===== config.mk =====
export PLATFORM = sky130hd
export DESIGN_NAME = obhs_interp_flat
export DESIGN_NICKNAME = d
export VERILOG_FILES = /design/src/rtl/octave_bilinear_height_sampler_assert.svh /design/src/rtl/obhs_pkg.sv /design/src/rtl/obhs_out_if.sv /design/src/rtl/obhs_interp.sv /design/src/flat_wrapper.sv
export SDC_FILE = /design/constraint.sdc
export NUM_CORES = 1
export LEC_CHECK = 0
export ABC_AREA = 1
export BUFFER_PORTS_ARGS = -buffer_cell sky130_fd_sc_hd__buf_4
export CAP_MARGIN = 20
export CORE_ASPECT_RATIO = 1.4
export CORE_MARGIN = 3
export CORE_UTILIZATION = 45
export DETAILED_ROUTE_END_ITERATION = 12
export REMOVE_ABC_BUFFERS = 1
export SYNTH_ARGS = -nofsm -noshare
export SYNTH_HDL_FRONTEND = slang
export SYNTH_SLANG_ARGS = --single-unit

===== constraint.sdc =====
create_clock -name clk -period 7.9 [get_ports clk]
set_clock_uncertainty 0.15 [all_clocks]
set_input_delay 0 -clock clk [delete_from_list [all_inputs] [get_ports clk]]
set_output_delay 0 -clock clk [all_outputs]
set_load 0.01 [all_outputs]

===== src/rtl/octave_bilinear_height_sampler_assert.svh =====
// ---------------------------------------------------------------------------
// octave bilinear height sampler assertion macros
// implication checks clocked on a rising edge, with async reset disable
// ---------------------------------------------------------------------------
`ifndef OCTAVE_BILINEAR_HEIGHT_SAMPLER_ASSERT_SVH
`define OCTAVE_BILINEAR_HEIGHT_SAMPLER_ASSERT_SVH

`ifndef SYNTHESIS

// same-cycle implication
`define OBHS_ASSERT_IMP(label, clk, rst_n, ante, cons) \
	label: assert property (@(posedge clk) disable iff (!rst_n) (ante) |-> (cons)) \
		else $error("obhs assertion failed");

// next-cycle implication
`define OBHS_ASSERT_NXT(label, clk, rst_n, ante, cons) \
	label: assert property (@(posedge clk) disable iff (!rst_n) (ante) |=> (cons)) \
		else $error("obhs assertion failed");

`else

`define OBHS_ASSERT_IMP(label, clk, rst_n, ante, cons)
`define OBHS_ASSERT_NXT(label, clk, rst_n, ante, cons)

`endif

`endif


===== src/rtl/obhs_pkg.sv =====
// ---------------------------------------------------------------------------
// obhs_pkg
// shared widths, codes, control structs and elaboration helpers
// ---------------------------------------------------------------------------
`default_nettype none

package obhs_pkg;

	localparam int ADDR_W      = 17;
	localparam int VAL_W       = 16;
	localparam int COORD_W     = 32;
	localparam int SUM_W       = 19;
	localparam int CFG_W       = 4;
	localparam int PACK_W      = 4;
	localparam int SUM_ACC_W   = 21;
	localparam int TABLE_DEPTH = 131072;
	localparam int OUT_MAX     = 262143;
	localparam int OUT_MIN     = -262144;

	localparam logic [CFG_W-1:0] PACK_COUNT_RESET = 4'd2;

	// register index codes
	localparam logic REG_PACK_COUNT = 1'b0;

	// item function codes
	localparam logic FUNC_WRITE  = 1'b0;
	localparam logic FUNC_SAMPLE = 1'b1;

	// per-beat control travelling down the pipeline
	typedef struct packed {
		logic              wr;
		logic              zero;
		logic              last;
		logic [1:0]        corner;
		logic [PACK_W-1:0] pack;
	} obhs_ctl_t;

	typedef struct packed {
		logic busy;
	} obhs_stat_t;

	// 2**e mod m by repeated doubling
	function automatic int obhs_pow2_mod(input int e, input int m);
		int r;
		r = 1;
		for (int i = 0; i < e; i++) begin
			r = r * 2;
			if (r >= m) r = r - m;
		end
		return r;
	endfunction

	// (n * c) mod m for c < m by repeated addition
	function automatic int obhs_mul_mod(input int n, input int c, input int m);
		int r;
		r = 0;
		for (int i = 0; i < n; i++) begin
			r = r + c;
			if (r >= m) r = r - m;
		end
		return r;
	endfunction

endpackage

`default_nettype wire


===== src/rtl/obhs_out_if.sv =====
// ---------------------------------------------------------------------------
// obhs_out_if
// result channel: summed height per sample
// ---------------------------------------------------------------------------
`default_nettype none

interface obhs_out_if import obhs_pkg::*; ();
	logic                    valid;
	logic                    ready;
	logic signed [SUM_W-1:0] height_sum;

	modport source (output valid, height_sum, input ready);
	modport sink (input valid, height_sum, output ready);
endinterface

`default_nettype wire


===== src/rtl/obhs_interp.sv =====
// ---------------------------------------------------------------------------
// obhs_interp
// bilinear weighting, octave accumulation, saturation and result register
// ---------------------------------------------------------------------------
`default_nettype none

module obhs_interp import obhs_pkg::*; #(
	parameter int FRAC_BITS = 12
) (
	input  wire logic                 clk,
	input  wire logic                 arst_n,
	input  wire logic                 vld_s4,
	input  wire obhs_ctl_t            ctl_s4,
	input  wire logic [FRAC_BITS-1:0] fu_s4,
	input  wire logic [FRAC_BITS-1:0] fv_s4,
	input  wire logic [VAL_W-1:0]     rdata_s5,
	output logic                      en,
	obhs_out_if.source                result
);

	localparam int W  = FRAC_BITS + 1;
	localparam int PW = VAL_W + W + 1;
	localparam logic [W-1:0] ONE = W'(1) << FRAC_BITS;

	logic                        vld_s5, vld_s6, vld_s7, vld_s8;
	obhs_ctl_t                   ctl_s5, ctl_s6, ctl_s7, ctl_s8;
	logic [FRAC_BITS-1:0]        fu_s5, fv_s5, fv_s6, fv_s7;
	logic [W-1:0]                wh, wv;
	logic signed [PW-1:0]        prod_c, prod_s6, hacc_q;
	logic signed [PW:0]          hsum_c;
	logic signed [VAL_W-1:0]     rowv_s7;
	logic signed [PW-1:0]        vprod_c, vprod_s8, vacc_q;
	logic signed [PW:0]          vsum_c;
	logic signed [VAL_W-1:0]     packv_c;
	logic signed [SUM_ACC_W-1:0] sum_q, total_c;
	logic signed [SUM_W-1:0]     sat_c;
	logic                        fin_s8;
	logic                        out_vld_q;
	logic signed [SUM_W-1:0]     out_sum_q;

	// stall only when a finished result meets a full output register
	assign fin_s8 = vld_s8 && ctl_s8.last;
	assign en     = !(out_vld_q && !result.ready && fin_s8);

	// horizontal weight times texel
	assign wh     = ctl_s5.corner[0] ? {1'b0, fu_s5} : ONE - {1'b0, fu_s5};
	assign prod_c = $signed(rdata_s5) * $signed({1'b0, wh});

	// row interpolation
	assign hsum_c = (PW+1)'(hacc_q) + (PW+1)'(prod_s6);

	// vertical weight times row value
	assign wv      = ctl_s7.corner[1] ? {1'b0, fv_s7} : ONE - {1'b0, fv_s7};
	assign vprod_c = rowv_s7 * $signed({1'b0, wv});

	// pack value, running sum and saturation
	assign vsum_c  = (PW+1)'(vacc_q) + (PW+1)'(vprod_s8);
	assign packv_c = VAL_W'(vsum_c >>> FRAC_BITS);
	assign total_c = sum_q + SUM_ACC_W'(packv_c);

	always_comb begin
		if (ctl_s8.zero) sat_c = '0;
		else if (total_c > SUM_ACC_W'(OUT_MAX)) sat_c = SUM_W'(OUT_MAX);
		else if (total_c < SUM_ACC_W'(OUT_MIN)) sat_c = SUM_W'(OUT_MIN);
		else sat_c = SUM_W'(total_c);
	end

	// valid chain, running sum and output valid
	always_ff @(posedge clk or negedge arst_n) begin
		if (!arst_n) begin
			vld_s5    <= 1'b0;
			vld_s6    <= 1'b0;
			vld_s7    <= 1'b0;
			vld_s8    <= 1'b0;
			sum_q     <= '0;
			out_vld_q <= 1'b0;
		end else begin
			if (en) begin
				vld_s5 <= vld_s4 && !ctl_s4.wr;
				vld_s6 <= vld_s5;
				vld_s7 <= vld_s6 && ctl_s6.corner[0];
				vld_s8 <= vld_s7;
				if (vld_s8 && ctl_s8.corner[1]) begin
					sum_q <= ctl_s8.last ? '0 : total_c;
				end
			end
			if (en && fin_s8) out_vld_q <= 1'b1;
			else if (result.ready) out_vld_q <= 1'b0;
		end
	end

	// datapath registers
	always_ff @(posedge clk) begin
		if (en) begin
			ctl_s5  <= ctl_s4;
			fu_s5   <= fu_s4;
			fv_s5   <= fv_s4;
			ctl_s6  <= ctl_s5;
			fv_s6   <= fv_s5;
			prod_s6 <= prod_c;
			if (vld_s6 && !ctl_s6.corner[0]) hacc_q <= prod_s6;
			ctl_s7  <= ctl_s6;
			fv_s7   <= fv_s6;
			rowv_s7 <= VAL_W'(hsum_c >>> FRAC_BITS);
			ctl_s8   <= ctl_s7;
			vprod_s8 <= vprod_c;
			if (vld_s8 && !ctl_s8.corner[1]) vacc_q <= vprod_s8;
			if (fin_s8) out_sum_q <= sat_c;
		end
	end

	assign result.valid      = out_vld_q;
	assign result.height_sum = out_sum_q;

endmodule

`default_nettype wire


===== src/flat_wrapper.sv =====
// flat-port wrapper written by rule: the top's interface ports become plain ports
module obhs_interp_flat import obhs_pkg::*;
#(
	parameter int FRAC_BITS = 12
)
  (clk, arst_n, vld_s4, ctl_s4, fu_s4, fv_s4, rdata_s5, en, result_valid, result_height_sum, result_ready);
  obhs_out_if result_i ();
  input  wire logic clk;
  input  wire logic arst_n;
  input  wire logic vld_s4;
  input  wire obhs_ctl_t ctl_s4;
  input  wire logic [FRAC_BITS-1:0] fu_s4;
  input  wire logic [FRAC_BITS-1:0] fv_s4;
  input  wire logic [VAL_W-1:0] rdata_s5;
  output logic en;
  output wire logic [$bits(result_i.valid)-1:0] result_valid;
  output wire logic [$bits(result_i.height_sum)-1:0] result_height_sum;
  input wire logic [$bits(result_i.ready)-1:0] result_ready;
  assign result_valid = result_i.valid;
  assign result_height_sum = result_i.height_sum;
  assign result_i.ready = result_ready;
  obhs_interp #(.FRAC_BITS(FRAC_BITS)) u_core (.clk(clk), .arst_n(arst_n), .vld_s4(vld_s4), .ctl_s4(ctl_s4), .fu_s4(fu_s4), .fv_s4(fv_s4), .rdata_s5(rdata_s5), .en(en), .result(result_i));
endmodule

# --- After elaboration in Yosys (flattened, before gate mapping) ---
# Cells that the tools add are included.
totals:
  input_bits: 53
  elab_cells: 66
  ff_bits: 237
classes:
  mul: 2
  order_cmp: 2
  n_mux: 7
  bitwise: 1
  addsub: 5
  n_reduce_logical: 20
ops:
  columns: ["op", "n"]
  rows:
  - ["28-bit adder", 2]
  - ["16-bit by 14-bit multiplier with 28-bit output", 2]
  - ["13-bit 2-to-1 mux", 2]
  - ["13-bit by 12-bit subtractor with 13-bit output (first input constant)", 2]
  - ["21-bit by 16-bit adder with 21-bit output", 1]
  - ["21-bit by 19-bit > comparator with 1-bit output (second input constant)", 1]
  - ["21-bit by 19-bit < comparator with 1-bit output (second input constant)", 1]
  - ["21-bit 2-to-1 mux", 1]
  - ["19-bit 2-to-1 mux", 1]
  - ["18-bit 2-to-1 mux", 1]
  - ["1-bit logical AND", 9]
  - ["2-bit AND reduction", 4]
  - ["1-bit logical NOT", 5]
  - ["1-bit 2-to-1 mux", 2]
  - ["2-bit nonzero test", 1]
  - ["2-bit OR reduction", 1]
  - ["1-bit inverter", 1]

# --- Longest topological paths before layout ---
depth:
  ltp_word: 6
  mapped_depth: 36
  ltp_nobuf: 34

# --- Least setup slack after synthesis ---
# Ideal clock, no wire load.
synth_timing:
  path_kind: "register -> register"
  start: "reg u_core.fu_s5[0]"
  end: "reg u_core.prod_s6[21] (data pin)"
  synth_period_minus_slack_ns: 6.721
  t_arrival_ns: 6.306
  stages_incl_launch_ff: 32
  path_slack_ns: 1.179
  path_buffers: 3
  setup_ns: 0.265
  path_cell_list: "edfxtp_1 buf_2 buf_1 inv_1 ha_1 nand2_1 nor2_1 nand2_1 inv_1 nor2_1 inv_1 or2_2 nand2_1 buf_2 nand2_1 fa_1 inv_1 fa_1 fa_1 fa_1 fa_1 inv_1 fa_1 inv_1 ha_1 nand2_1 nor4_1 nand2_1 nand2_1 a21boi_1 o21ai_0 xor2_1"
synth_between:
  elab_chain_len: 3
synth_rtl:
  columns: ["item", "line", "source"]
  rows:
  - ["start, declared", "obhs_interp.sv:27", "logic [FRAC_BITS-1:0] fu_s5, fv_s5, fv_s6, fv_s7;"]
  - ["start signal, assigned", "obhs_interp.sv:96", "fu_s5 <= fu_s4;"]
  - ["13-bit by 12-bit subtractor with 13-bit output", "obhs_interp.sv:46", "assign wh = ctl_s5.corner[0] ? {1'b0, fu_s5} : ONE - {1'b0, fu_s5};"]
  - ["13-bit 2-to-1 mux (*)", "obhs_interp.sv:46", null]
  - ["16-bit by 14-bit multiplier with 28-bit output (*)", "obhs_interp.sv:47", "assign prod_c = $signed(rdata_s5) * $signed({1'b0, wh});"]
  - ["via u_core.prod_c[21]", "obhs_interp.sv:29", "logic signed [PW-1:0] prod_c, prod_s6, hacc_q;"]
  - ["end signal, assigned", "obhs_interp.sv:100", "prod_s6 <= prod_c;"]
  - ["end, declared", "obhs_interp.sv:29", null]
# The timed path passes the listed nets; every way through them passes the cells marked *.
# A chain may end at the register's enable or synchronous reset.

# --- Worst setup path after layout ---
layout_timing:
  start: "reg u_core.fv_s7[0]"
  end: "reg u_core.vprod_s8[26] (data pin)"
layout_between:
  elab_chain_len: 3
layout_rtl:
  columns: ["item", "line", "source"]
  rows:
  - ["start, declared", "obhs_interp.sv:27", null]
  - ["start signal, assigned", "obhs_interp.sv:103", "fv_s7 <= fv_s6;"]
  - ["13-bit by 12-bit subtractor with 13-bit output", "obhs_interp.sv:53", "assign wv = ctl_s7.corner[1] ? {1'b0, fv_s7} : ONE - {1'b0, fv_s7};"]
  - ["13-bit 2-to-1 mux (*)", "obhs_interp.sv:53", null]
  - ["16-bit by 14-bit multiplier with 28-bit output (*)", "obhs_interp.sv:54", "assign vprod_c = rowv_s7 * $signed({1'b0, wv});"]
  - ["via u_core.vprod_c[26]", "obhs_interp.sv:32", "logic signed [PW-1:0] vprod_c, vprod_s8, vacc_q;"]
  - ["end signal, assigned", "obhs_interp.sv:106", "vprod_s8 <= vprod_c;"]
  - ["end, declared", "obhs_interp.sv:32", null]
# Marked as above.

==> impl_metrics.csv <==
group,metric,value,unit
status,status,"finished, final reports clean",
synth,yosysTopAreaCell,"fa_1",
clock_network,clock_path_buffers,3,
grt,antenna_found_initial,1,
detailed_routing,wl_per_cell,17.2,um
placement,io_buffer_count,69,
timing,timing.final.crit_period,7440,ps
worst_setup_path,r2r-start,"u_core.fv_s7[0]$_DFFE_PN_",
clock_network,cts_buffers,27,
synth,synth-simple-area-share,0.171,
worst_setup_path,crit_path_start,"u_core.fv_s7[0]$_DFFE_PN_",
synth,yosys.area_share.xor_xnor,0.0349,
worst_setup_path,slowest_stage,"fa_1",
clock_network,insertion_delay,540,ps
grt,grt_usage,0.223,
synth,syn_inst,3129,
finish,fillers,5796,
grt,grt_max_degree,92,
finish,drive_gt1_frac,0.0532,
timing,setup_violations,0,
placement,place.gp.congestion,0.925,
finish,finish.utilization,0.502,
worst_setup_path,critPathRequiredTime,8110,ps
timing,fmax,0.134,GHz
synth,synth_top_family_by_area,"adder cells",
detailed_routing,drt_iter0_markers,1245,
grt,grt_pass1_vias,22200,
clock_network,cts_tree,"yes",
placement,dp_hpwl,57.6,mm
synth,synth_ff_type,"edfxtp_1",
finish,multiInputGateArea,0.0176,mm^2
synth,ys_seq_elements,235,
synth,netlist_area,0.0274,mm^2
synth,synthMuxAreaShare,0,
timing,worst_slew_pin_slew,840,ps
worst_setup_path,crit_fanout,12,
floorplanning,num_rows,106,
worst_hold_path,hp-start,"rdata_s5[15]",
detailed_routing,firstDrtPassIters,6,
floorplanning,fp.dieH,298,um
synth,synth_fa_ha_area_frac,0.378,
synth,synthTopCellsByCount,"inv_1 (687), nand2_1 (661), fa_1 (385)",
clock_network,h-tree-depth,1,
timing,whs,25.4,ps
timing,fin_ws,460,ps
finish,regArea,0.00693,mm^2
synth,async_flop_share,0.111,
floorplanning,start_util,0.457,
worst_setup_path,cp-start-kind,"flop",
floorplanning,core_area,0.0599,mm^2
clock_network,ctsResizeCount,0,
detailed_routing,num_vias,20800,
timing,final_max_slew_viol_count,0,
detailed_routing,via_per_inst,5.11,
grt,gr-total-overflow,0,
worst_setup_path,critPathMaxStageDelay,550,ps
worst_setup_path,arrival,7650,ps
clock_network,cts_sinks,235,
finish,fin_nets,3883,
synth,avgSynthCellArea,8.75,um^2
finish,areaGrowthSynthToFinish,9.92,%
floorplanning,die-width,215,um
detailed_routing,ant_nets,0,
worst_setup_path,end_kind,"flop",
synth,yosysMostFrequentCell,"inv_1",
grt,grt_pass1_wl,114,mm
synth,yosys_warnings,0,
synth,synth_compound_area_frac,0.0584,
timing,relSlewSlack,0.435,
detailed_routing,drt_drc_violations_left,0,
floorplanning,dieArea,0.0639,mm^2
timing,hold_viol,0,
synth,synth_top_area_share,0.281,
worst_setup_path,r2r_slack,460,ps
timing,min_period_over_period,0.942,
clock_network,clockRootBuffer,"clkbuf_16",
synth,seq_area_frac_synth,0.253,
worst_hold_path,hp-class,"in -> reg",
job,cap_violations,0,
synth,synth_edf_count,209,
timing,tns,0,ps
timing,rsz0062_at_grt,"no",
finish,antenna_cells,0,
clock_network,clkTransAtPathRegs,60,ps
synth,synthTopCellsByArea,"fa_1 (28%), edfxtp_1 (23%), ha_1 (9.7%), inv_1 (9.4%), nand2_1 (9.1%)",
placement,dpl_worst_slack,556,ps
detailed_routing,finalWirelength,69.7,mm
synth,yosys.cell_types.count,48,
worst_setup_path,worstSetupPathType,"reg -> reg",
floorplanning,io_pins,74,
[registers in the layout, summed over array words and instances (netlist names), 3 cells and up]
| signal | count |
|---|---|
| u_core.hacc_q | 28 |
| u_core.prod_s6 | 28 |
| u_core.vacc_q | 28 |
| u_core.vprod_s8 | 28 |
| u_core.sum_q | 21 |
| u_core.result.height_sum | 19 |
| u_core.rowv_s7 | 16 |
| u_core.fu_s5 | 12 |
| u_core.fv_s5 | 12 |
| u_core.fv_s6 | 12 |
| u_core.fv_s7 | 12 |
| u_core.ctl_s5 | 4 |
| u_core.ctl_s6 | 4 |
| u_core.ctl_s7 | 3 |
| u_core.ctl_s8 | 3 |
[placed cells by master (no fill, tap or decap), drive strengths merged]
cell and n:
o221a 1, o31ai 3, a21boi 8, o21bai 18
xor2 66, dlygate4sd3 38, dfrtp 26, a31oi 11
nand2 674, ha 212, bufinv 1, a221oi 3
clkinv 12, nor3 16, o21a 1, nand4 22
nand3 101, nor2 308, or2 7, edfxtp 209
o211ai 1, o21ai 90, a211oi 2, o311ai 1
nor4 9, buf 99, nand3b 7, clkinvlp 2
xnor2 43, o221ai 2, o211a 1, a21o 15
inv 691, and2 2, o22ai 2, fa 385
clkbuf 37, nor3b 1, a21oi 126
[worst max-delay path, delay by kind of cell, from the launching register on]
kind	cells	cell delay, ps
flip-flops	1	440
buffers and inverters	7	830
adder cells (fa/ha/maj)	8	3530
AO/OA/AOI/OAI	1	250
AND/OR/NAND/NOR	12	1700
XOR/XNOR	2	350
[logic make-up after synthesis]
group,after synthesis
buffers and inverters,756
XOR/XNOR,109
AO/OA/AOI/OAI,285
AND/OR/NAND/NOR,1147
flip-flops,235
adder cells (fa/ha/maj),597
[layer usage]
metal / share of wire / up-vias / track usage
met2: 0.53 / 536 / 0.418
li1: - / 9856 / -
met4: 0.047 / 2 / 0.0919
met5: 0.00013 / - / 0
met1: 0.39 / 10200 / 0.262
met3: 0.040 / 153 / 0.0198
[stage by stage]
step,instance area [um^2],instances
after floorplan,27100,3067
after global placement,28900,3975
after detailed placement,28900,3975
after CTS,30100,4063
after global routing,30100,4063
final,30100,4063
[timing repair]
| action | 4_1_cts | 5_1_grt |
|---|---|---|
| setup buffers | 0 | 0 |
| hold endpoints to repair | 93 | 0 |
| hold buffers | 39 | 0 |
[final cells by class]
cell class	instances	area share
multi-input cells	2138	0.585
inverters	694	0.0867
flip-flops and latches	235	0.230
repair buffers	137	0.0377
well taps	810	0.0337
clock buffers	37	0.0240
clock inverters	12	0.00320
[path summary, 6_finish.rpt]
check | end | depth (start not counted)
worst max-delay path | u_core.vprod_s8[26]$_DFFE_PN_ | 30
worst min-delay path | u_core.prod_s6[27]$_DFFE_PN_ | 6
worst max register to register | u_core.vprod_s8[26]$_DFFE_PN_ | 30
worst min register to register | u_core.ctl_s8[6]$_DFFE_PN_ | 0
max in group asynchronous | u_core.sum_q[17]$_DFFE_PN0P_ | 4
min in group asynchronous | u_core.sum_q[9]$_DFFE_PN0P_ | 4
Power is left out: the tool's default activity adds up to more than one toggle a clock period on the data nets, which glitch-free logic cannot reach.
