## src/rtl/octave_bilinear_height_sampler_assert.svh

```systemverilog
// ---------------------------------------------------------------------------
// octave bilinear height sampler assertion macros
// implication checks clocked on a rising edge, with async reset disable
// ---------------------------------------------------------------------------
`ifndef OCTAVE_BILINEAR_HEIGHT_SAMPLER_ASSERT_SVH
`define OCTAVE_BILINEAR_HEIGHT_SAMPLER_ASSERT_SVH

`ifndef SYNTHESIS

// same-cycle implication
`define OBHS_ASSERT_IMP(label, clk, rst_n, ante, cons) \
	label: assert property (@(posedge clk) disable iff (!rst_n) (ante) |-> (cons)) \
		else $error("obhs assertion failed");

// next-cycle implication
`define OBHS_ASSERT_NXT(label, clk, rst_n, ante, cons) \
	label: assert property (@(posedge clk) disable iff (!rst_n) (ante) |=> (cons)) \
		else $error("obhs assertion failed");

`else

`define OBHS_ASSERT_IMP(label, clk, rst_n, ante, cons)
`define OBHS_ASSERT_NXT(label, clk, rst_n, ante, cons)

`endif

`endif

```

## src/rtl/obhs_pkg.sv

```systemverilog
// ---------------------------------------------------------------------------
// obhs_pkg
// shared widths, codes, control structs and elaboration helpers
// ---------------------------------------------------------------------------
`default_nettype none

package obhs_pkg;

	localparam int ADDR_W      = 17;
	localparam int VAL_W       = 16;
	localparam int COORD_W     = 32;
	localparam int SUM_W       = 19;
	localparam int CFG_W       = 4;
	localparam int PACK_W      = 4;
	localparam int SUM_ACC_W   = 21;
	localparam int TABLE_DEPTH = 131072;
	localparam int OUT_MAX     = 262143;
	localparam int OUT_MIN     = -262144;

	localparam logic [CFG_W-1:0] PACK_COUNT_RESET = 4'd2;

	// register index codes
	localparam logic REG_PACK_COUNT = 1'b0;

	// item function codes
	localparam logic FUNC_WRITE  = 1'b0;
	localparam logic FUNC_SAMPLE = 1'b1;

	// per-beat control travelling down the pipeline
	typedef struct packed {
		logic              wr;
		logic              zero;
		logic              last;
		logic [1:0]        corner;
		logic [PACK_W-1:0] pack;
	} obhs_ctl_t;

	typedef struct packed {
		logic busy;
	} obhs_stat_t;

	// 2**e mod m by repeated doubling
	function automatic int obhs_pow2_mod(input int e, input int m);
		int r;
		r = 1;
		for (int i = 0; i < e; i++) begin
			r = r * 2;
			if (r >= m) r = r - m;
		end
		return r;
	endfunction

	// (n * c) mod m for c < m by repeated addition
	function automatic int obhs_mul_mod(input int n, input int c, input int m);
		int r;
		r = 0;
		for (int i = 0; i < n; i++) begin
			r = r + c;
			if (r >= m) r = r - m;
		end
		return r;
	endfunction

endpackage

`default_nettype wire

```

## src/rtl/obhs_in_if.sv

```systemverilog
// ---------------------------------------------------------------------------
// obhs_in_if
// input item channel: table write or height sample request
// ---------------------------------------------------------------------------
`default_nettype none

interface obhs_in_if import obhs_pkg::*; ();
	logic                      valid;
	logic                      ready;
	logic                      func;
	logic [ADDR_W-1:0]         write_addr;
	logic signed [VAL_W-1:0]   write_value;
	logic signed [COORD_W-1:0] coord_u;
	logic signed [COORD_W-1:0] coord_v;

	modport source (output valid, func, write_addr, write_value, coord_u, coord_v,
		input ready);
	modport sink (input valid, func, write_addr, write_value, coord_u, coord_v,
		output ready);
endinterface

`default_nettype wire

```

## src/rtl/obhs_wrap.sv

```systemverilog
// ---------------------------------------------------------------------------
// obhs_wrap
// two-stage floor modulo of a signed grid index, gives index and index+1
// ---------------------------------------------------------------------------
`default_nettype none

module obhs_wrap import obhs_pkg::*; #(
	parameter int GRID_SIZE = 128,
	parameter int IDX_W     = 20
) (
	input  wire logic                         clk,
	input  wire logic                         en,
	input  wire logic [IDX_W-1:0]             idx,
	output logic [$clog2(GRID_SIZE)-1:0]      lo_s3,
	output logic [$clog2(GRID_SIZE)-1:0]      hi_s3
);

	localparam int MW   = $clog2(GRID_SIZE);
	localparam int NN   = (IDX_W + 3) / 4;
	localparam int PADW = 4 * NN;
	localparam int SW   = MW + 3;
	localparam int CMOD = obhs_pow2_mod(IDX_W, GRID_SIZE);

	logic [MW-1:0]   tab_w [NN][16];
	logic [PADW-1:0] pad;
	logic [SW-1:0]   psum;
	logic [SW-1:0]   sum_s2;
	logic            neg_s2;
	logic [SW-1:0]   r;
	logic [MW-1:0]   lo;

	// per nibble residue tables: (n * 16**j) mod grid
	for (genvar j = 0; j < NN; j++) begin : g_nib
		for (genvar n = 0; n < 16; n++) begin : g_ent
			localparam int V = obhs_mul_mod(n, obhs_pow2_mod(4 * j, GRID_SIZE), GRID_SIZE);
			assign tab_w[j][n] = MW'(V);
		end
	end

	// sum of nibble residues
	assign pad = PADW'(idx);
	always_comb begin
		psum = '0;
		for (int j = 0; j < NN; j++) begin
			psum = psum + SW'(tab_w[j][pad[4*j +: 4]]);
		end
	end

	always_ff @(posedge clk) begin
		if (en) begin
			sum_s2 <= psum;
			neg_s2 <= idx[IDX_W-1];
		end
	end

	// reduce below grid, then correct for the sign weight
	always_comb begin
		r = sum_s2;
		for (int i = 0; i < NN; i++) begin
			if (r >= SW'(GRID_SIZE)) r = r - SW'(GRID_SIZE);
		end
		if (neg_s2) begin
			r = r + SW'(GRID_SIZE - CMOD);
			if (r >= SW'(GRID_SIZE)) r = r - SW'(GRID_SIZE);
		end
		lo = MW'(r);
	end

	always_ff @(posedge clk) begin
		if (en) begin
			lo_s3 <= lo;
			hi_s3 <= (lo == MW'(GRID_SIZE - 1)) ? '0 : lo + 1'b1;
		end
	end

endmodule

`default_nettype wire

```

## src/rtl/obhs_front.sv

```systemverilog
// ---------------------------------------------------------------------------
// obhs_front
// item intake, per-texel issue sequencer and table address stages s1..s4
// ---------------------------------------------------------------------------
`default_nettype none

module obhs_front import obhs_pkg::*; #(
	parameter int GRID_SIZE    = 128,
	parameter int FRAC_BITS    = 12,
	parameter int OCTAVE_SHIFT = 4,
	parameter int MAX_PACKS    = 8,
	parameter int SAMPLE_BITS  = 16
) (
	input  wire logic                 clk,
	input  wire logic                 arst_n,
	input  wire logic                 en,
	input  wire logic [CFG_W-1:0]     pack_count,
	obhs_in_if.sink                   item,
	output logic                      vld_s4,
	output obhs_ctl_t                 ctl_s4,
	output logic [ADDR_W-1:0]         addr_s4,
	output logic signed [VAL_W-1:0]   wdata_s4,
	output logic [FRAC_BITS-1:0]      fu_s4,
	output logic [FRAC_BITS-1:0]      fv_s4,
	output obhs_stat_t                stat
);

	localparam int IDX_W = COORD_W - FRAC_BITS;
	localparam int MW    = $clog2(GRID_SIZE);
	localparam int NW    = $clog2(MAX_PACKS + 1);
	localparam int SB    = (SAMPLE_BITS < VAL_W) ? SAMPLE_BITS : VAL_W;
	localparam int GG    = GRID_SIZE * GRID_SIZE;

	logic                    busy_q;
	logic [1:0]              corner_q;
	logic [PACK_W-1:0]       pack_q;
	logic [PACK_W-1:0]       last_pack_q;
	logic [COORD_W-1:0]      u_q;
	logic [COORD_W-1:0]      v_q;
	logic [NW-1:0]           n_cnt;
	logic                    accept;
	logic                    emit;
	logic signed [VAL_W-1:0] wval;

	logic                    vld_s1, vld_s2, vld_s3;
	obhs_ctl_t               ctl_s1, ctl_s2, ctl_s3;
	logic [IDX_W-1:0]        iu_s1, iv_s1;
	logic [FRAC_BITS-1:0]    fu_s1, fv_s1, fu_s2, fv_s2, fu_s3, fv_s3;
	logic [ADDR_W-1:0]       waddr_s1, waddr_s2, waddr_s3;
	logic signed [VAL_W-1:0] wdata_s1, wdata_s2, wdata_s3;
	logic [MW-1:0]           col_lo, col_hi, row_lo, row_hi;
	logic [MW-1:0]           col, row;
	logic [31:0]             taddr;

	// intake
	assign item.ready = en && !busy_q;
	assign accept     = item.valid && item.ready;
	assign stat.busy  = busy_q;

	always_comb begin
		if (int'(pack_count) > MAX_PACKS) n_cnt = NW'(MAX_PACKS);
		else n_cnt = NW'(pack_count);
	end

	assign emit = accept && !(item.func == FUNC_SAMPLE && n_cnt != '0);

	// stored texel keeps its low sample bits, sign-extended
	assign wval = (item.write_value <<< (VAL_W - SB)) >>> (VAL_W - SB);

	// sequencer and valid chain
	always_ff @(posedge clk or negedge arst_n) begin
		if (!arst_n) begin
			busy_q      <= 1'b0;
			corner_q    <= '0;
			pack_q      <= '0;
			last_pack_q <= '0;
			vld_s1      <= 1'b0;
			vld_s2      <= 1'b0;
			vld_s3      <= 1'b0;
			vld_s4      <= 1'b0;
		end else if (en) begin
			vld_s2 <= vld_s1;
			vld_s3 <= vld_s2;
			vld_s4 <= vld_s3;
			if (busy_q) begin
				vld_s1   <= 1'b1;
				corner_q <= corner_q + 2'd1;
				if (corner_q == 2'd3) begin
					if (pack_q == last_pack_q) busy_q <= 1'b0;
					else pack_q <= pack_q + 1'b1;
				end
			end else begin
				vld_s1 <= emit;
				if (accept && !emit) begin
					busy_q      <= 1'b1;
					corner_q    <= '0;
					pack_q      <= '0;
					last_pack_q <= PACK_W'(n_cnt) - 1'b1;
				end
			end
		end
	end

	// s1 payload and coordinate octave shift
	always_ff @(posedge clk) begin
		if (en) begin
			if (busy_q) begin
				ctl_s1.wr     <= 1'b0;
				ctl_s1.zero   <= 1'b0;
				ctl_s1.last   <= (pack_q == last_pack_q) && (corner_q == 2'd3);
				ctl_s1.corner <= corner_q;
				ctl_s1.pack   <= pack_q;
				iu_s1         <= u_q[COORD_W-1:FRAC_BITS];
				iv_s1         <= v_q[COORD_W-1:FRAC_BITS];
				fu_s1         <= u_q[FRAC_BITS-1:0];
				fv_s1         <= v_q[FRAC_BITS-1:0];
				if (corner_q == 2'd3) begin
					u_q <= u_q << OCTAVE_SHIFT;
					v_q <= v_q << OCTAVE_SHIFT;
				end
			end else if (accept) begin
				ctl_s1.wr     <= (item.func == FUNC_WRITE);
				ctl_s1.zero   <= 1'b1;
				ctl_s1.last   <= (item.func == FUNC_SAMPLE);
				ctl_s1.corner <= 2'd3;
				ctl_s1.pack   <= '0;
				waddr_s1      <= item.write_addr;
				wdata_s1      <= wval;
				u_q           <= item.coord_u;
				v_q           <= item.coord_v;
			end
		end
	end

	// grid wrap of column and row
	obhs_wrap #(.GRID_SIZE(GRID_SIZE), .IDX_W(IDX_W)) u_wrap_col (
		.clk   (clk),
		.en    (en),
		.idx   (iu_s1),
		.lo_s3 (col_lo),
		.hi_s3 (col_hi)
	);

	obhs_wrap #(.GRID_SIZE(GRID_SIZE), .IDX_W(IDX_W)) u_wrap_row (
		.clk   (clk),
		.en    (en),
		.idx   (iv_s1),
		.lo_s3 (row_lo),
		.hi_s3 (row_hi)
	);

	// carry payload alongside the wrap stages
	always_ff @(posedge clk) begin
		if (en) begin
			ctl_s2   <= ctl_s1;
			fu_s2    <= fu_s1;
			fv_s2    <= fv_s1;
			waddr_s2 <= waddr_s1;
			wdata_s2 <= wdata_s1;
			ctl_s3   <= ctl_s2;
			fu_s3    <= fu_s2;
			fv_s3    <= fv_s2;
			waddr_s3 <= waddr_s2;
			wdata_s3 <= wdata_s2;
		end
	end

	// corner select and table address
	assign col   = ctl_s3.corner[0] ? col_hi : col_lo;
	assign row   = ctl_s3.corner[1] ? row_hi : row_lo;
	assign taddr = 32'(ctl_s3.pack) * 32'(GG) + 32'(row) * 32'(GRID_SIZE) + 32'(col);

	always_ff @(posedge clk) begin
		if (en) begin
			ctl_s4   <= ctl_s3;
			fu_s4    <= fu_s3;
			fv_s4    <= fv_s3;
			wdata_s4 <= wdata_s3;
			addr_s4  <= ctl_s3.wr ? waddr_s3 : taddr[ADDR_W-1:0];
		end
	end

endmodule

`default_nettype wire

```

## src/flat_wrapper.sv

```systemverilog
// flat-port wrapper written by rule: the top's interface ports become plain ports
module obhs_front_flat import obhs_pkg::*;
#(
	parameter int GRID_SIZE    = 128,
	parameter int FRAC_BITS    = 12,
	parameter int OCTAVE_SHIFT = 4,
	parameter int MAX_PACKS    = 8,
	parameter int SAMPLE_BITS  = 16
)
  (clk, arst_n, en, pack_count, vld_s4, ctl_s4, addr_s4, wdata_s4, fu_s4, fv_s4, stat, item_valid, item_func, item_write_addr, item_write_value, item_coord_u, item_coord_v, item_ready);
  obhs_in_if item_i ();
  input  wire logic clk;
  input  wire logic arst_n;
  input  wire logic en;
  input  wire logic [CFG_W-1:0] pack_count;
  output logic vld_s4;
  output obhs_ctl_t ctl_s4;
  output logic [ADDR_W-1:0] addr_s4;
  output logic signed [VAL_W-1:0] wdata_s4;
  output logic [FRAC_BITS-1:0] fu_s4;
  output logic [FRAC_BITS-1:0] fv_s4;
  output obhs_stat_t stat;
  input wire logic [$bits(item_i.valid)-1:0] item_valid;
  input wire logic [$bits(item_i.func)-1:0] item_func;
  input wire logic [$bits(item_i.write_addr)-1:0] item_write_addr;
  input wire logic [$bits(item_i.write_value)-1:0] item_write_value;
  input wire logic [$bits(item_i.coord_u)-1:0] item_coord_u;
  input wire logic [$bits(item_i.coord_v)-1:0] item_coord_v;
  output wire logic [$bits(item_i.ready)-1:0] item_ready;
  assign item_i.valid = item_valid;
  assign item_i.func = item_func;
  assign item_i.write_addr = item_write_addr;
  assign item_i.write_value = item_write_value;
  assign item_i.coord_u = item_coord_u;
  assign item_i.coord_v = item_coord_v;
  assign item_ready = item_i.ready;
  obhs_front #(.GRID_SIZE(GRID_SIZE), .FRAC_BITS(FRAC_BITS), .OCTAVE_SHIFT(OCTAVE_SHIFT), .MAX_PACKS(MAX_PACKS), .SAMPLE_BITS(SAMPLE_BITS)) u_core (.clk(clk), .arst_n(arst_n), .en(en), .pack_count(pack_count), .item(item_i), .vld_s4(vld_s4), .ctl_s4(ctl_s4), .addr_s4(addr_s4), .wdata_s4(wdata_s4), .fu_s4(fu_s4), .fv_s4(fv_s4), .stat(stat));
endmodule
```

## config.mk

```make
export PLATFORM = sky130hd
export DESIGN_NAME = obhs_front_flat
export DESIGN_NICKNAME = d
export VERILOG_FILES = /design/src/rtl/octave_bilinear_height_sampler_assert.svh /design/src/rtl/obhs_pkg.sv /design/src/rtl/obhs_in_if.sv /design/src/rtl/obhs_wrap.sv /design/src/rtl/obhs_front.sv /design/src/flat_wrapper.sv
export SDC_FILE = /design/constraint.sdc
export NUM_CORES = 1
export LEC_CHECK = 0
export BUFFER_PORTS_ARGS = -buffer_cell sky130_fd_sc_hd__buf_2
export CORE_AREA = 2 2 219 221
export CTS_CLUSTER_DIAMETER = 60
export CTS_CLUSTER_SIZE = 16
export DETAILED_ROUTE_END_ITERATION = 10
export DIE_AREA = 0 0 221 223
export HOLD_SLACK_MARGIN = 0.05
export MAX_ROUTING_LAYER = met4
export SLEW_MARGIN = 25
export SYNTH_ARGS = -nofsm -noshare
export SYNTH_HDL_FRONTEND = slang
export SYNTH_SLANG_ARGS = --single-unit
```

## constraint.sdc

```tcl
create_clock -name clk -period 8.8 [get_ports clk]
set_input_delay 0.44 -clock clk [delete_from_list [all_inputs] [get_ports clk]]
set_output_delay 0.44 -clock clk [all_outputs]
set_load 0.02 [all_outputs]
```

== After elaboration in Yosys (flattened, before gate mapping) ==
Memories as Yosys holds them, arrays and structs flattened.
Index checks and enable logic that the tools add are counted.

* Word-level logic and storage cells: 212
* Input port bits: 106
* RAM bits: 0
* Memories: 10
* Memory bits (read-only): 1120
* Register bits after elaboration: 433
* Bits in latches: 0

* Equality and inequality tests: 6
* Reductions and logical operators: 19
* Multiply operators: 0
* Magnitude comparators: 23
* Shift operators: 0
* Multiplexer cells: 57
* Bitwise logic cells: 12
* Add/sub/neg operators: 29
* Div/mod/pow operators: 0

{| class="wikitable"
|+ Memories
! name !! words !! width !! read ports !! clocked after memory_dff !! write ports !! line !! RTL
|-
| (name not given) || 16 || 7 || 1 || 0 || 0 || obhs_wrap.sv:45 || <nowiki>psum = psum + SW'(tab_w[j][pad[4*j +: 4]]);</nowiki>
|-
| (name not given) || 16 || 7 || 1 || 0 || 0 || obhs_wrap.sv:45 ||
|-
| (name not given) || 16 || 7 || 1 || 0 || 0 || obhs_wrap.sv:45 ||
|-
| (name not given) || 16 || 7 || 1 || 0 || 0 || obhs_wrap.sv:45 ||
|-
| (name not given) || 16 || 7 || 1 || 0 || 0 || obhs_wrap.sv:45 ||
|-
| (name not given) || 16 || 7 || 1 || 0 || 0 || obhs_wrap.sv:45 ||
|-
| +4 memories || - || - || - || - || - || - ||
|}

{| class="wikitable"
|+ Operator list
! cell !! count
|-
| $mux W32 || 6
|-
| $mux W7 || 27
|-
| $ge A10 B8 Y1 const B || 12
|-
| $mux W10 || 10
|-
| $sub A10 B8 Y10 const B || 10
|-
| $ge A5 B5 Y1 const B || 10
|-
| $not A4 Y5 || 10
|-
| $add A10 B7 Y10 || 2
|-
| $add A10 B8 Y10 const B || 2
|-
| $add A9 B7 Y10 || 2
|-
| $mux W4 || 5
|-
| $add A8 B7 Y9 || 2
|-
| $add A17 B14 Y17 || 1
|-
| $add A17 B7 Y17 || 1
|-
| $mux W17 || 1
|-
| $add A7 B7 Y8 || 2
|-
| $add A7 B1 Y7 const B || 2
|-
| $eq A7 B7 Y1 const B || 2
|-
| $sub A7 B1 Y7 const B || 2
|-
| $mux W9 || 1
|-
| $reduce_and A3 Y1 || 3
|-
| $logic_and A1 B1 Y1 || 6
|-
| $reduce_and A2 Y1 || 3
|-
| $mux W1 || 5
|-
| 13 further kinds || 19
|}

== Longest topological paths before layout ==
* Depth after elaboration: 15
* Depth in mapped cells: 7
* Gate-level depth less buffers: 6

== Hierarchy ==
Synthesis repeated with hierarchy kept, for this count alone.

* Cells, all modules: 663
* Area total of the unflattened synthesis: 14510.2 um2

{| class="wikitable"
|+ By module, submodules not included
! module !! cells an instance !! area each (um2) !! seq. area each (um2) !! times used
|-
| obhs_front || 583 || 13008.7 || 11426.0 || 1
|-
| obhs_wrap (u_core.u_wrap_col) || 40 || 758.2 || 630.6 || 1
|-
| obhs_wrap (u_core.u_wrap_row) || 40 || 743.2 || 630.6 || 1
|}

== Worst setup path before layout ==
OpenSTA, ideal clock, no wires.

* Kind: register to register
* From: register u_core.busy_q, in the netlist u_core.stat
* To: register u_core.u_q[0], enable pin
* Library setup time: 491 ps
* Path buffers: 2
* Arrival: 3849 ps
* Data required time: 8309 ps
* Path slack: 4460 ps
* Cell stages (with the launch flop): 5
* Cells stage by stage: dfrtp_1 -> buf_6 -> clkbuf_1 -> nor2_1 -> a211oi_1

* Word-level cells in the longest chain between the ends: 5
* Elaborated cells on any way between the ends: 6
* Classes of those cells: eq/ne: 1; reduce/logical: 5

{| class="wikitable"
|+ RTL lines
! what !! line !! RTL
|-
| start: declaration || obhs_front.sv:34 || <nowiki>logic busy_q;</nowiki>
|-
| start signal: assignment || obhs_front.sv:73 || <nowiki>busy_q <= 1'b0;</nowiki>
|-
| start signal: assignment || obhs_front.sv:89 || <nowiki>if (pack_q == last_pack_q) busy_q <= 1'b0;</nowiki>
|-
| start signal: assignment || obhs_front.sv:95 || <nowiki>busy_q <= 1'b1;</nowiki>
|-
| $logic_not A1 Y1 || obhs_front.sv:56 || <nowiki>assign item.ready = en && !busy_q;</nowiki>
|-
| $logic_and A1 B1 Y1 || obhs_front.sv:56 ||
|-
| $logic_and A1 B1 Y1 || obhs_front.sv:57 || <nowiki>assign accept = item.valid && item.ready;</nowiki>
|-
| $reduce_bool A2 Y1 (no line) || - ||
|-
| $reduce_and A3 Y1 (no line) (*) || - ||
|-
| end signal: assignment || obhs_front.sv:118 || <nowiki>u_q <= u_q << OCTAVE_SHIFT;</nowiki>
|-
| end signal: assignment || obhs_front.sv:129 || <nowiki>u_q <= item.coord_u;</nowiki>
|-
| end: declaration || obhs_front.sv:38 || <nowiki>logic [COORD_W-1:0] u_q;</nowiki>
|}

Every way passes the cells marked *; elsewhere a longest branch is shown, timed or not.
A chain may end at the register's enable or synchronous reset.

== Worst setup path after layout ==
* From: register u_core.busy_q, in the netlist u_core.stat
* To: register u_core.v_q[16], enable pin

* Word-level cells in the longest chain between the ends: 5
* Elaborated cells on any way between the ends: 6
* Classes of those cells: eq/ne: 1; reduce/logical: 5

{| class="wikitable"
|+ RTL lines
! what !! line !! RTL
|-
| $logic_not A1 Y1 || obhs_front.sv:56 ||
|-
| $logic_and A1 B1 Y1 || obhs_front.sv:56 ||
|-
| $logic_and A1 B1 Y1 || obhs_front.sv:57 ||
|-
| $reduce_bool A2 Y1 (no line) || - ||
|-
| $reduce_and A3 Y1 (no line) (*) || - ||
|-
| end signal: assignment || obhs_front.sv:119 || <nowiki>v_q <= v_q << OCTAVE_SHIFT;</nowiki>
|-
| end signal: assignment || obhs_front.sv:130 || <nowiki>v_q <= item.coord_v;</nowiki>
|-
| end: declaration || obhs_front.sv:39 || <nowiki>logic [COORD_W-1:0] v_q;</nowiki>
|}

Marks and branches as above.

==> flow_metrics.tcl <==
set metrics [dict create \
    outcome "finished, final reports clean" \
    crit_arrival_ns 2.75 \
    synth-adder-area-share_pct 0.497 \
    clock_path_buffers 3 \
    synth_xor_area_share_pct 1.10 \
    vias 5486 \
    rows 80 \
    synth-compound-area-share_pct 1.18 \
    clock_skew_ns 0.0132 \
    cts_root_buf "clkbuf_16" \
    ys_ff_latch 373 \
    dp_hpwl_um 13300 \
    hold_depth 1 \
    reg2reg_to "u_core.v_q[16]" \
    ir_drop_mv 0.124 \
    reg2reg_depth 4 \
    cp_max_fo 38 \
    netlist-cell-type-count 36 \
    grt_max_degree 81 \
    initial_core_util_pct 26.7 \
    critPathTopFamily "buffers and inverters" \
    syn_area_um2 12600 \
    setup_violations 0 \
    synth_nets 686 \
    grt_pass1_vias 5758 \
    crit_chain "buf_4 -> nor2_1 -> a211oi_4 -> buf_4" \
    drc 0 \
    crit_required_ns 8.96 \
    synth_top_cells_by_count "358 x edfxtp_1, 37 x mux2_2, 26 x nand2_1" \
    end_kind "flop" \
    avgSynthCellArea_um2 21.9 \
    grt_pass1_wl_um 33500 \
    synth_edf_count 358 \
    worst_pin_slew_ns 0.841 \
    grt_overflow 0 \
    grt_setup_unrepaired "false" \
    yosysWarnings 0 \
    synth_top_area_share_pct 85.5 \
    crit_path_frequent_cell "buf_4" \
    final_layout_size_suffix_gt1_share_pct 32.3 \
    synth_cells 575 \
    cts_buffers 36 \
    syn_to_final_growth_pct 23.3 \
    yosysTopAreaCell "edfxtp_1" \
    min-delay-start "item_write_addr[5]" \
    async_flop_share_pct 4.02 \
    yosys-mux-area-fraction_pct 4.59 \
    drtIter0Drc 368 \
    path_clk_slew_ns 0.07 \
    crit_buf_inv 2 \
    pin_count 175 \
    grt_use_total_pct 9.17 \
    wl_um 21900 \
    final_net_count 891 \
    core_area_um2 47100 \
    wire_per_inst_um 15.4 \
    comb_power_share_pct 9.9 \
    min_to "u_core.waddr_s1[5]" \
    tritoncts "yes" \
    sw_frac_of_total_pct 24.0 \
    synthTopCellsByArea "edfxtp_1 85%, mux2_2 3.3%, dfrtp_1 3.0%" \
    p_sw_uw 1050 \
    finalMaxSlewViolations 0 \
    r2r_start "u_core.stat" \
    synth-simple-area-share_pct 3.44 \
    dieArea_um2 49300 \
    max_slew_margin_pct 43.9 \
    synth_most_common_cell "edfxtp_1" \
    fillCellCount 4493 \
    synth_top_flop_cell "edfxtp_1" \
    r2r_setup_slack_ns 6.21 \
    p_int_uw 3320 \
    setup_tns_ns 0 \
    cp-start-kind "flop" \
    cts.sink_count 373 \
    synth_top_family_by_area "multiplexers" \
    ant_nets 0 \
    p_per_area_nw_per_um2 281 \
    max_freq_ghz 0.385 \
    fp.dieH_um 223 \
    final_hold_viol_count 0 \
    cap_violations 0 \
    htree_num_levels 2 \
    vias_per_cell 3.86 \
    drt_first_pass_iters 4 \
    holdCritPathClass "in -> reg" \
    slowest_stage "dfrtp_2" \
    total_leakage_power_uw 0.00550 \
    antenna_found_initial 6 \
    seqPwrFrac_pct 55.3 \
    insertion_delay_ns 0.53 \
    ys_seq_area_share_pct 88.5 \
    cpPeakStageDelay_ns 0.77 \
    io_buffer_count 148 \
    die_x_um 221 \
    place_congestion 0.699 \
    period_needed_ns 2.59 \
    fin_util_pct 32.9 \
    post-route-period-util_pct 29.5 \
    pwr-share-clk_pct 34.8 \
    critPathKind "reg -> reg" \
]
final cells by class:
| cell class | count | area (um^2) | area share (%) |
|---|---|---|---|
| diodes | 6 | 15.0 | 0.0968 |
| clock buffers | 40 | 937 | 6.04 |
| clock inverters | 19 | 209 | 1.35 |
| inverters | 6 | 23.8 | 0.153 |
| multi-input cells | 183 | 1370 | 8.86 |
| flip-flops and latches | 373 | 11100 | 71.7 |
| well taps | 615 | 769 | 4.96 |
| repair buffers | 180 | 1060 | 6.82 |
per-layer routing:
layer / up-vias / track usage, % / routed length, um
met2: 115 / 14.1 / 10600
met1: 2694 / 11.1 / 9560
met3: 40 / 3.19 / 1280
met4: 0 / 3.53 / 497
li1: 2637 / - / -
met5: - / - / 0
power by group through the flow:
stage	Clock [uW]	Sequential, uW	Combinational [uW]
global placement	0	2450	421
finish	1520	2420	430
CTS	1580	2420	442
floorplan	0	2440	259
detailed placement	0	2460	430
global route	1650	2450	479
flip-flops by register name (all words and copies together), names as in the netlist, 16 cells and up:
name	flops
u_core.wdata_s1	16
u_core.waddr_s2	17
u_core.addr_s4	17
u_core.v_q	19
u_core.wdata_s3	16
u_core.waddr_s1	17
u_core.wdata_s4	16
u_core.waddr_s3	17
u_core.wdata_s2	16
u_core.u_q	19
placed cells by master (no fill, tap or decap), types with 2 or more instances in the layout:
cell type / instances
and2_1: 4
and3_1: 2
buf_2: 147
buf_4: 6
bufinv_16: 2
clkbuf_1: 3
clkbuf_16: 37
clkinv_2: 4
clkinvlp_4: 5
dfrtp_1: 14
diode_2: 6
dlygate4sd3_1: 25
edfxtp_1: 358
ha_1: 5
inv_1: 5
inv_6: 4
inv_8: 4
mux2_2: 37
mux2i_1: 16
nand2_1: 26
nand2b_1: 4
nand3_1: 12
nor2_1: 14
nor2b_1: 11
o211ai_1: 2
o21ai_0: 20
xnor2_1: 4
xor2_1: 10
kinds of logic (layout without fill, tap and decap cells):
kind of cell	Yosys count	in the layout
buffers and inverters	19	245
and+or+nand+nor	83	83
other	0	6
xor gates and xnor gates	15	15
adders and majority gates	5	5
AOI/OAI and AO/OA	27	27
DFF	373	373
muxes	53	53
worst max-delay path by stage:
| stage | from | to | slack [ns] | cells after the start |
|---|---|---|---|---|
| 2_1_floorplan | u_core.stat | u_core.u_q[0] | 4.46 | 4 |
| 3_3_place_gp | en | u_core.fu_s2[4] | 5.96 | 3 |
| 3_5_place_dp | en | u_core.fu_s3[0] | 5.91 | 3 |
| 4_1_cts | u_core.stat | u_core.iv_s1[4] | 6.02 | 3 |
| 5_1_grt | u_core.stat | u_core.v_q[2] | 6.00 | 4 |
| 6_report | u_core.stat | u_core.v_q[16] | 6.21 | 4 |
worst reg2reg max path, stage by stage (launching register included):
cell      delay [ns]
dfrtp_2         0.77
buf_4           0.49
nor2_1          0.18
a211oi_4        0.22
buf_4           0.54
stage by stage:
| stage | setup WS [ns] | cells | power [uW] | hold slack [ns] | instance area [um^2] |
|---|---|---|---|---|---|
| global placement | 5.96 | 1332 | 2870 | 0.357 | 14100 |
| detailed placement | 5.91 | 1332 | 2890 | 0.369 | 14100 |
| CTS | 6.02 | 1416 | 4450 | 0.0520 | 15500 |
| finish | 6.21 | 1422 | 4370 | 0.0965 | 15500 |
| floorplan | 4.46 | 575 | 2690 | 0.144 | 12600 |
| global route | 6.00 | 1422 | 4580 | 0.0525 | 15500 |
repair_timing:
| item | 4_1_cts | 5_1_grt |
|---|---|---|
| hold endpoints to repair | 39 | 0 |
| buffers inserted | 0 | 0 |
| hold buffers | 25 | 0 |
| resized for setup | 0 | 0 |
(Power assumes the default switching activity.)
